[src/sv/dda_pkg.sv]
`timescale 1ns / 1ps

package dda_pkg;

    localparam int COORD_BITS = 12;
    localparam int FRAC_BITS  = 16;

    localparam int POS_W = COORD_BITS + FRAC_BITS + 1;
    localparam int QUO_W = FRAC_BITS + 1;
    localparam int INC_W = FRAC_BITS + 2;
    localparam int CNT_W = $clog2(QUO_W + 1);

    localparam logic OP_LOAD    = 1'b0;
    localparam logic OP_ADVANCE = 1'b1;

    localparam logic [POS_W:0] ROUND_HALF = (POS_W + 1)'(1) << (FRAC_BITS - 1);

    typedef struct packed {
        logic                  operation;
        logic [COORD_BITS-1:0] x_start;
        logic [COORD_BITS-1:0] y_start;
        logic [COORD_BITS-1:0] x_end;
        logic [COORD_BITS-1:0] y_end;
    } in_item_t;

    typedef struct packed {
        logic [COORD_BITS-1:0] pixel_x;
        logic [COORD_BITS-1:0] pixel_y;
        logic                  last_pixel;
    } out_item_t;

    typedef struct packed {
        logic                  start;
        logic [COORD_BITS-1:0] dividend;
        logic [COORD_BITS-1:0] divisor;
    } div_req_t;

    typedef struct packed {
        logic             done;
        logic [QUO_W-1:0] quotient;
    } div_rsp_t;

    // Rounds half up and saturates to the coordinate range.
    function automatic logic [COORD_BITS-1:0] round_pixel(input logic [POS_W-1:0] pos);
        logic [POS_W:0] p;
        logic [COORD_BITS-1:0] res;
        p = {pos[POS_W-1], pos} + ROUND_HALF;
        if (p[POS_W]) begin
            res = '0;
        end else if (|p[POS_W-1:FRAC_BITS+COORD_BITS]) begin
            res = '1;
        end else begin
            res = p[FRAC_BITS +: COORD_BITS];
        end
        return res;
    endfunction

endpackage

[src/sv/dda_divider.sv]
`timescale 1ns / 1ps

module dda_divider (
    input  logic              aclk,
    input  logic              aresetn,
    input  dda_pkg::div_req_t req,
    output dda_pkg::div_rsp_t rsp
);

    logic [dda_pkg::COORD_BITS:0]   rem_reg, rem_next;
    logic [dda_pkg::COORD_BITS-1:0] den_reg, den_next;
    logic [dda_pkg::QUO_W-1:0]      quo_reg, quo_next;
    logic [dda_pkg::CNT_W-1:0]      cnt_reg, cnt_next;
    logic                           busy_reg, busy_next;
    logic                           done_reg, done_next;

    logic                           ge;
    logic [dda_pkg::COORD_BITS:0]   diff;

    always_comb begin
        ge   = rem_reg >= {1'b0, den_reg};
        diff = ge ? rem_reg - {1'b0, den_reg} : rem_reg;

        rem_next  = rem_reg;
        den_next  = den_reg;
        quo_next  = quo_reg;
        cnt_next  = cnt_reg;
        busy_next = busy_reg;
        done_next = 1'b0;

        if (req.start) begin
            rem_next  = {1'b0, req.dividend};
            den_next  = req.divisor;
            quo_next  = '0;
            cnt_next  = dda_pkg::CNT_W'(dda_pkg::QUO_W);
            busy_next = 1'b1;
        end else if (busy_reg) begin
            rem_next = {diff[dda_pkg::COORD_BITS-1:0], 1'b0};
            quo_next = {quo_reg[dda_pkg::QUO_W-2:0], ge};
            cnt_next = cnt_reg - 1'b1;
            if (cnt_reg == dda_pkg::CNT_W'(1)) begin
                busy_next = 1'b0;
                done_next = 1'b1;
            end
        end
    end

    always_ff @(posedge aclk) begin
        rem_reg <= rem_next;
        den_reg <= den_next;
        quo_reg <= quo_next;
        if (!aresetn) begin
            cnt_reg  <= '0;
            busy_reg <= 1'b0;
            done_reg <= 1'b0;
        end else begin
            cnt_reg  <= cnt_next;
            busy_reg <= busy_next;
            done_reg <= done_next;
        end
    end

    assign rsp.done     = done_reg;
    assign rsp.quotient = quo_reg;

endmodule

[src/sv/dda_line_rasterizer.sv]
`timescale 1ns / 1ps

// Channel   Ports                       Direction  Carries
// input     s_valid, s_ready, s_item    in         load or advance item
// result    m_valid, m_ready, m_item    out        one pixel
//
// An advance item on an active line registers its pixel for the next cycle.
// A load item emits its start pixel at once; for a line of nonzero length it then holds
// s_ready low while the shared divider forms both increments, one quotient bit per cycle.
// Reset is synchronous and active low; it drops any pending result and any active line.
// A stalled result holds s_ready low until it is taken.

module dda_line_rasterizer (
    input  logic               aclk,
    input  logic               aresetn,
    input  logic               s_valid,
    output logic               s_ready,
    input  dda_pkg::in_item_t  s_item,
    output logic               m_valid,
    input  logic               m_ready,
    output dda_pkg::out_item_t m_item
);

    typedef enum logic [1:0] {
        ST_IDLE,
        ST_DIV_X,
        ST_DIV_Y
    } state_t;

    state_t                         state_reg, state_next;
    logic [dda_pkg::POS_W-1:0]      x_pos_reg, x_pos_next;
    logic [dda_pkg::POS_W-1:0]      y_pos_reg, y_pos_next;
    logic [dda_pkg::INC_W-1:0]      x_inc_reg, x_inc_next;
    logic [dda_pkg::INC_W-1:0]      y_inc_reg, y_inc_next;
    logic [dda_pkg::COORD_BITS-1:0] steps_left_reg, steps_left_next;
    logic [dda_pkg::COORD_BITS-1:0] abs_y_reg, abs_y_next;
    logic                           neg_x_reg, neg_x_next;
    logic                           neg_y_reg, neg_y_next;
    logic                           active_reg, active_next;
    logic                           m_valid_reg, m_valid_next;
    dda_pkg::out_item_t             m_item_reg, m_item_next;

    dda_pkg::div_req_t              div_req;
    dda_pkg::div_rsp_t              div_rsp;

    logic                           accept;
    logic [dda_pkg::COORD_BITS:0]   dx, dy;
    logic [dda_pkg::COORD_BITS-1:0] abs_x, abs_y, steps;
    logic [dda_pkg::INC_W-1:0]      quo_ext, quo_signed;
    logic [dda_pkg::POS_W-1:0]      x_sum, y_sum;

    dda_divider u_divider (
        .aclk    (aclk),
        .aresetn (aresetn),
        .req     (div_req),
        .rsp     (div_rsp)
    );

    assign s_ready = (state_reg == ST_IDLE) && (!m_valid_reg || m_ready);
    assign accept  = s_valid && s_ready;

    always_comb begin
        dx    = {1'b0, s_item.x_end} - {1'b0, s_item.x_start};
        dy    = {1'b0, s_item.y_end} - {1'b0, s_item.y_start};
        abs_x = dx[dda_pkg::COORD_BITS] ? dda_pkg::COORD_BITS'(-dx)
                                        : dx[dda_pkg::COORD_BITS-1:0];
        abs_y = dy[dda_pkg::COORD_BITS] ? dda_pkg::COORD_BITS'(-dy)
                                        : dy[dda_pkg::COORD_BITS-1:0];
        steps = (abs_x > abs_y) ? abs_x : abs_y;

        x_sum = x_pos_reg + {{(dda_pkg::POS_W - dda_pkg::INC_W){x_inc_reg[dda_pkg::INC_W-1]}},
                             x_inc_reg};
        y_sum = y_pos_reg + {{(dda_pkg::POS_W - dda_pkg::INC_W){y_inc_reg[dda_pkg::INC_W-1]}},
                             y_inc_reg};

        quo_ext    = {1'b0, div_rsp.quotient};
        quo_signed = ((state_reg == ST_DIV_X) ? neg_x_reg : neg_y_reg) ? -quo_ext : quo_ext;

        div_req.start    = 1'b0;
        div_req.dividend = abs_x;
        div_req.divisor  = steps;

        state_next      = state_reg;
        x_pos_next      = x_pos_reg;
        y_pos_next      = y_pos_reg;
        x_inc_next      = x_inc_reg;
        y_inc_next      = y_inc_reg;
        steps_left_next = steps_left_reg;
        abs_y_next      = abs_y_reg;
        neg_x_next      = neg_x_reg;
        neg_y_next      = neg_y_reg;
        active_next     = active_reg;
        m_valid_next    = m_valid_reg && !m_ready;
        m_item_next     = m_item_reg;

        case (state_reg)
            ST_IDLE: begin
                if (accept) begin
                    if (s_item.operation == dda_pkg::OP_LOAD) begin
                        x_pos_next = {1'b0, s_item.x_start, {dda_pkg::FRAC_BITS{1'b0}}};
                        y_pos_next = {1'b0, s_item.y_start, {dda_pkg::FRAC_BITS{1'b0}}};
                        steps_left_next = steps;
                        abs_y_next      = abs_y;
                        neg_x_next      = dx[dda_pkg::COORD_BITS];
                        neg_y_next      = dy[dda_pkg::COORD_BITS];
                        m_valid_next        = 1'b1;
                        m_item_next.pixel_x = s_item.x_start;
                        m_item_next.pixel_y = s_item.y_start;
                        if (steps == '0) begin
                            x_inc_next  = '0;
                            y_inc_next  = '0;
                            active_next = 1'b0;
                            m_item_next.last_pixel = 1'b1;
                        end else begin
                            active_next   = 1'b1;
                            div_req.start = 1'b1;
                            state_next    = ST_DIV_X;
                            m_item_next.last_pixel = 1'b0;
                        end
                    end else if (active_reg) begin
                        x_pos_next      = x_sum;
                        y_pos_next      = y_sum;
                        steps_left_next = steps_left_reg - 1'b1;
                        m_valid_next        = 1'b1;
                        m_item_next.pixel_x = dda_pkg::round_pixel(x_sum);
                        m_item_next.pixel_y = dda_pkg::round_pixel(y_sum);
                        if (steps_left_reg == dda_pkg::COORD_BITS'(1)) begin
                            active_next = 1'b0;
                            m_item_next.last_pixel = 1'b1;
                        end else begin
                            m_item_next.last_pixel = 1'b0;
                        end
                    end
                end
            end
            ST_DIV_X: begin
                div_req.dividend = abs_y_reg;
                div_req.divisor  = steps_left_reg;
                if (div_rsp.done) begin
                    x_inc_next    = quo_signed;
                    div_req.start = 1'b1;
                    state_next    = ST_DIV_Y;
                end
            end
            ST_DIV_Y: begin
                div_req.dividend = abs_y_reg;
                div_req.divisor  = steps_left_reg;
                if (div_rsp.done) begin
                    y_inc_next = quo_signed;
                    state_next = ST_IDLE;
                end
            end
            default: begin
                state_next = ST_IDLE;
            end
        endcase
    end

    always_ff @(posedge aclk) begin
        x_pos_reg  <= x_pos_next;
        y_pos_reg  <= y_pos_next;
        x_inc_reg  <= x_inc_next;
        y_inc_reg  <= y_inc_next;
        abs_y_reg  <= abs_y_next;
        neg_x_reg  <= neg_x_next;
        neg_y_reg  <= neg_y_next;
        m_item_reg <= m_item_next;
        if (!aresetn) begin
            state_reg      <= ST_IDLE;
            steps_left_reg <= '0;
            active_reg     <= 1'b0;
            m_valid_reg    <= 1'b0;
        end else begin
            state_reg      <= state_next;
            steps_left_reg <= steps_left_next;
            active_reg     <= active_next;
            m_valid_reg    <= m_valid_next;
        end
    end

    assign m_valid = m_valid_reg;
    assign m_item  = m_item_reg;

endmodule

[config.mk]
export PLATFORM = sky130hd
export DESIGN_NAME = dda_line_rasterizer
export DESIGN_NICKNAME = d
export VERILOG_FILES = /design/src/sv/dda_pkg.sv /design/src/sv/dda_divider.sv /design/src/sv/dda_line_rasterizer.sv
export SDC_FILE = /design/constraint.sdc
export NUM_CORES = 1
export LEC_CHECK = 0
export ABC_CLOCK_PERIOD_IN_PS = 8900
export BUFFER_PORTS_ARGS = -buffer_cell sky130_fd_sc_hd__buf_2
export CELL_PAD_IN_SITES_DETAIL_PLACEMENT = 1
export CELL_PAD_IN_SITES_GLOBAL_PLACEMENT = 2
export CORE_MARGIN = 4
export CORE_UTILIZATION = 40
export CTS_CLUSTER_SIZE = 24
export DETAILED_ROUTE_END_ITERATION = 16
export HOLD_SLACK_MARGIN = 0.08
export PLACE_DENSITY_LB_ADDON = 0.1
export SLEW_MARGIN = 15
export SYNTH_ARGS = -nofsm -noshare
export SYNTH_HDL_FRONTEND = slang
export SYNTH_SLANG_ARGS = --single-unit
[constraint.sdc]
create_clock -name aclk -period 8.9 [get_ports aclk]
set_input_delay 0.445 -clock aclk [delete_from_list [all_inputs] [get_ports aclk]]
set_output_delay 0.445 -clock aclk [all_outputs]
set_load 0.005 [all_outputs]
Word level (Yosys, flattened, before mapping):

Cells that the tools add are included.

* bits in registers: 198
* bits of input ports: 53
* output and inout port bits: 27

* add/sub/neg operators: 12
* magnitude comparators: 2
* equal/unequal tests: 11
* multiplexer cells: 53
* bitwise logic cells: 3
* reduce and logical (&&, ||, !) cells: 20

Operator list (count)
* two-way mux 12 bit: 12
* two-way mux 18 bit: 5
* one-hot mux 18 bit (2 select lines): 2
* adder 29 x 17 -> 30 bit (second input constant): 2
* adder 29 bit: 2
* two-way mux 29 bit: 2
* two-way mux 28 bit: 2
* two-way mux 25 bit: 2
* subtractor 12 x 12 -> 13 bit: 2
* two-way mux 24 bit: 1
* negation 12 bit: 2
* two-way mux 1 bit: 18
* negation 17 -> 18 bit: 1
* AND reduction 5 bit: 3
* greater-or-equal comparator 13 x 12 -> 1 bit: 1
* equality test 12 x 1 -> 1 bit (second input constant): 1
* > comparator 12 bit: 1
* logical NOT 12 bit: 1
* subtractor 12 x 1 -> 12 bit (second input constant): 1
* subtractor 12 bit: 1
* two-way mux 2 bit: 5
* two-way mux 5 bit: 2
* != test 2 x 1 -> 1 bit (second input constant): 4
* != test 2 bit (second input constant): 3
* 16 further kinds: 25

Depth between registers and ports, before layout:

* word-level depth: 11
* gate-level depth with buffers: 26
* depth with buffers taken out: 23

Modules after synthesis:

Synthesis repeated with hierarchy kept, for this count alone.

* cell total of the unflattened synthesis: 1701
* area total of the unflattened synthesis: 15257.1 um^2

Modules (own cells, without submodules)
* dda_line_rasterizer: instances 1, cells each 1458, area an instance 12692.2 um^2
* dda_divider: instances 1, cells each 243, area an instance 2565.0 um^2

Least setup slack after synthesis:

Ideal clock, no wire load.

* path type: input port to flip-flop
* from: in s_item[0] (netlist name)
* to: reg x_inc_reg[0] (netlist name), enable pin
* setup time: 392 ps
* data arrival time: 6321 ps
* data required time: 8508 ps
* setup slack: 2187 ps
* stages: 22
* cell sequence: inv_1 -> ha_1 -> fa_1 -> nand2b_1 -> a2111oi_2 -> nor3_1 -> xnor2_1 -> or2_2 -> o31ai_1 -> xnor2_1 -> inv_1 -> ha_1 -> a21oi_1 -> o21ai_0 -> o31ai_1 -> clkbuf_1 -> mux2i_1 -> nand3_1 -> or4b_1 -> buf_2 -> o31a_1 -> nor2_1

* word-level cells in the longest chain between the ends: 8

RTL lines
* start, declared: line dda_line_rasterizer.sv:18 `input dda_pkg::in_item_t s_item,`
* subtractor 12 x 12 -> 13 bit *: line dda_line_rasterizer.sv:64 `dy = {1'b0, s_item.y_end} - {1'b0, s_item.y_start};`
* negation 12 bit: line dda_line_rasterizer.sv:67 `abs_y = dy[dda_pkg::COORD_BITS] ? dda_pkg::COORD_BITS'(-dy)`
* two-way mux 12 bit *: line dda_line_rasterizer.sv:67
* named net abs_y, one bit: line dda_line_rasterizer.sv:48 `logic [dda_pkg::COORD_BITS-1:0] abs_x, abs_y, steps;`
* > comparator 12 bit: line dda_line_rasterizer.sv:69 `steps = (abs_x > abs_y) ? abs_x : abs_y;`
* two-way mux 12 bit *: line dda_line_rasterizer.sv:69
* logical NOT 12 bit *: line dda_line_rasterizer.sv:109 `if (steps == '0) begin`
* != test 2 x 1 -> 1 bit (no line) *
* AND reduction 5 bit (no line) *
* end signal, assigned: line dda_line_rasterizer.sv:162 `x_inc_reg <= x_inc_next;`
* end, declared: line dda_line_rasterizer.sv:33 `logic [dda_pkg::INC_W-1:0] x_inc_reg, x_inc_next;`

Mark *: on every way through the listed nets, which the timed path passes. The rest lies on a longest branch.
A chain may end at the register's enable or synchronous reset.

Worst setup path after layout:

* from: in s_item[36] (netlist name)
* to: reg u_divider.rem_reg[3] (netlist name), enable pin

* word-level cells in the longest chain between the ends: 11

RTL lines
* subtractor 12 x 12 -> 13 bit *: line dda_line_rasterizer.sv:63 `dx = {1'b0, s_item.x_end} - {1'b0, s_item.x_start};`
* negation 12 bit: line dda_line_rasterizer.sv:65 `abs_x = dx[dda_pkg::COORD_BITS] ? dda_pkg::COORD_BITS'(-dx)`
* two-way mux 12 bit *: line dda_line_rasterizer.sv:65
* > comparator 12 bit: line dda_line_rasterizer.sv:69
* two-way mux 12 bit *: line dda_line_rasterizer.sv:69
* logical NOT 12 bit *: line dda_line_rasterizer.sv:109
* two-way mux 1 bit *: line dda_line_rasterizer.sv:109
* two-way mux 1 bit *: line dda_line_rasterizer.sv:99 `if (s_item.operation == dda_pkg::OP_LOAD) begin`
* two-way mux 1 bit *: line dda_line_rasterizer.sv:98 `if (accept) begin`
* one-hot mux 1 bit (2 select lines) *: line dda_line_rasterizer.sv:96 `case (state_reg)`
* nonzero test 2 bit (no line) *
* end signal, assigned: line dda_divider.sv:49 `rem_reg <= rem_next;`
* end, declared: line dda_divider.sv:10 `logic [dda_pkg::COORD_BITS:0] rem_reg, rem_next;`

Mark *: on every way between the ends. The rest lies on a longest branch, timed or not.

==> results.json <==
{
  "status": "completed",
  "timing.final.max_slew_violations": 0,
  "hold_class": "in2reg",
  "whs_ps": 250,
  "critical_path.slowest_cell": "or4b_1",
  "vdd.ir_drop.worst_mv": 0.157,
  "crit_required_ps": 9060,
  "yosys.area.top_type": "edfxtp_1",
  "crit_chain": "buf_2 -> ha_1 -> fa_1 -> nand2b_2 -> a211oi_1 -> o31ai_2 -> xor2_1 -> nand2_1 -> o41ai_2 -> xnor3_1 -> ha_1 -> a21oi_1 -> o21ai_0 -> o31ai_2 -> buf_4 -> a211oi_1 -> a211oi_1 -> and4b_1 -> nand3_1 -> or4b_1 -> a22o_2 -> buf_4 -> or2_1",
  "wl_um": 43400,
  "start_util": 0.407,
  "fp.dieH_um": 202,
  "startpoint_type": "primary input",
  "htree_levels": 4,
  "max_clock_freq_mhz": 148,
  "grt_pass1_vias": 12800,
  "min_period_over_period": 0.759,
  "path_class": "in2reg",
  "synth-seq-cells": 198,
  "cpPeakStageDelay_ps": 610,
  "crit_fanout": 50,
  "busiest_layer": "met2",
  "core_region_area_mm2": 0.0368,
  "synth_top_area_share": 0.315,
  "rows": 70,
  "antenna_cells": 0,
  "synthesis.nets": 1797,
  "fill_cells": 4280,
  "rsz0062_at_grt": "no",
  "total_power_mw": 3.79,
  "overflow": 0,
  "grt_max_degree": 57,
  "relSlewSlack": 0.239,
  "multi_input_area_mm2": 0.00886,
  "syn_avg_cell_area_um2": 9.23,
  "tns_ps": 0,
  "clk_pin_slew_worst_paths_ps": 80,
  "cts_sinks": 198,
  "ios": 80,
  "dr.pass1.iters": 5,
  "worstMarginPinSlew_ps": 1110,
  "period_needed_ps": 6760,
  "syn_area_mm2": 0.0150,
  "synthArstFlopShare": 0,
  "hold_viol_final": 0,
  "gr-usage-met2": 0.351,
  "synth.distinct_cells": 92,
  "cts_made_buffers": 17,
  "cp_common_cell": "a211oi_1",
  "placed_cells": 2131,
  "ctsResizeCount": 0,
  "port_buffers": 79,
  "die-area_mm2": 0.0406,
  "ant_nets": 0,
  "drc_errors": 0,
  "end_kind": "flip-flop",
  "grt_use_met1": 0.302,
  "cts_setup_buffers": 0,
  "grt_use_total": 0.213,
  "total_leakage_power_nw": 6.58,
  "root_buffer": "clkbuf_16",
  "gp_congestion": 0.847,
  "place_hpwl_um": 33100,
  "dr.first_iter.drc_count": 625,
  "antenna_found_initial": 0,
  "vias_per_cell": 5.67,
  "layout.nets": 1856,
  "use_met3": 0.0284,
  "ys_seq_area_frac": 0.370,
  "grt_pass1_wl_um": 70200,
  "dieWidth_um": 202,
  "setup_violations": 0,
  "drive_gt1_frac": 0.101,
  "arrival_ps": 6910,
  "fin_cells": 2163,
  "drv_cap": 0,
  "fin_worst_skew_ps": 14.9,
  "seqCellArea_mm2": 0.00554,
  "detail_route.wl_per_cell_um": 20.1,
  "tritoncts": "done",
  "power_density_mw_per_mm2": 230,
  "synth_area_leaders": "edfxtp_1, ha_1, dfxtp_1, xnor2_1, a21oi_1",
  "synthCells": 1623,
  "cts_hold_buf": 0,
  "areaGrowthSynthToFinish_pct": 9.87,
  "yosys_warnings": 0,
  "clk_latency_ps": 470,
  "vias": 12300,
  "synth_edf_count": 157,
  "clk_path_buf_depth": 2,
  "ys.flop_type": "edfxtp_1"
}
## synthesized netlist by cell type (21+ instances only)
cell type / instances
a211oi_1: 21
a21o_1: 31
a21oi_1: 117
and2_1: 35
clkbuf_1: 41
dfxtp_1: 41
edfxtp_1: 157
ha_1: 116
inv_1: 96
mux2i_1: 51
nand2_1: 123
nand3_1: 34
nor2_1: 151
nor2b_1: 36
nor3_1: 42
o21a_1: 24
o21ai_0: 85
xnor2_1: 68
xor2_1: 49
## power breakdown
part,total [mW],internal (mW),switching [mW]
clock,0.821,0.396,0.425
sequential,1.24,1.17,0.0682
combinational,1.73,0.665,1.06
total,3.79,2.24,1.56
## final timing paths
path / from / slack (ps) / end / cells after the start
setup / recovery: s_item[36] / 2140 / u_divider.rem_reg[3]$_DFFE_PP_ / 23
hold / removal: m_ready / 250 / m_valid$_SDFF_PN0_ / 3
setup reg to reg: y_pos_reg[0]$_SDFFCE_PN0P_ / 3950 / m_item[1]$_DFFE_PP_ / 14
hold reg to reg: m_valid$_SDFF_PN0_ / 500 / m_valid$_SDFF_PN0_ / 2
## placed cells by master, fill, tap and decap left out, types with 9 or more instances in the layout
cell	count
edfxtp_1	157
nor2_1	151
nand2_1	123
a21oi_1	117
ha_1	116
inv_1	95
o21ai_0	85
buf_2	79
xnor2_1	68
mux2i_1	51
xor2_1	49
nor3_1	42
dfxtp_1	41
nor2b_1	36
and2_1	35
nand3_1	34
a21o_1	31
o21a_1	24
a211oi_1	21
nand2b_1	19
nand4_1	18
clkbuf_16	18
and3_1	15
o211ai_1	14
or3_1	13
buf_4	13
o22ai_1	11
a2bb2oi_1	11
or2_2	10
o21bai_1	10
o31ai_1	9
## per-stage QoR
stage	area (um2)	util	setup WS, ps
global placement	15800	0.431	1920
CTS	16500	0.447	2170
detailed placement	15800	0.431	1660
floorplan	15000	-	2190
finish	16500	0.447	2140
global route	16500	0.447	1680
## worst max-delay path, delay by kind of cell
family	cells	cell delay [ps]
AO/OA/AOI/OAI	9	2170
AND/OR/NAND/NOR	6	1860
adder cells (fa/ha/maj)	3	970
XOR/XNOR	2	740
buffers and inverters	3	700
## final cells by class
class                           count  share of cell area
Multi-Input combinational cell   1275               0.538
Sequential cell                   198               0.336
Tap cell                          468              0.0356
Timing Repair Buffer               92              0.0300
Clock buffer                       18              0.0274
Inverter                           98              0.0225
Clock inverter                     14             0.00988
## logic make-up (layout without fill, tap and decap cells)
logic type | after synthesis | in the layout | synth area share
compound gates | 436 | 436 | 0.197
xor+xnor | 120 | 120 | 0.0721
fa+ha+maj | 121 | 121 | 0.104
buf+inv | 150 | 222 | 0.0398
flops | 198 | 198 | 0.370
mux | 56 | 56 | 0.0378
simple gates | 542 | 542 | 0.180
## routing by layer
metal,up-vias,share of wire,wire length (um)
met5,-,0,0
met3,27,0.024,1050
met2,135,0.47,20300
met1,6026,0.50,21700
met4,0,0.010,452
li1,6074,-,-
(Power assumes the default switching activity.)
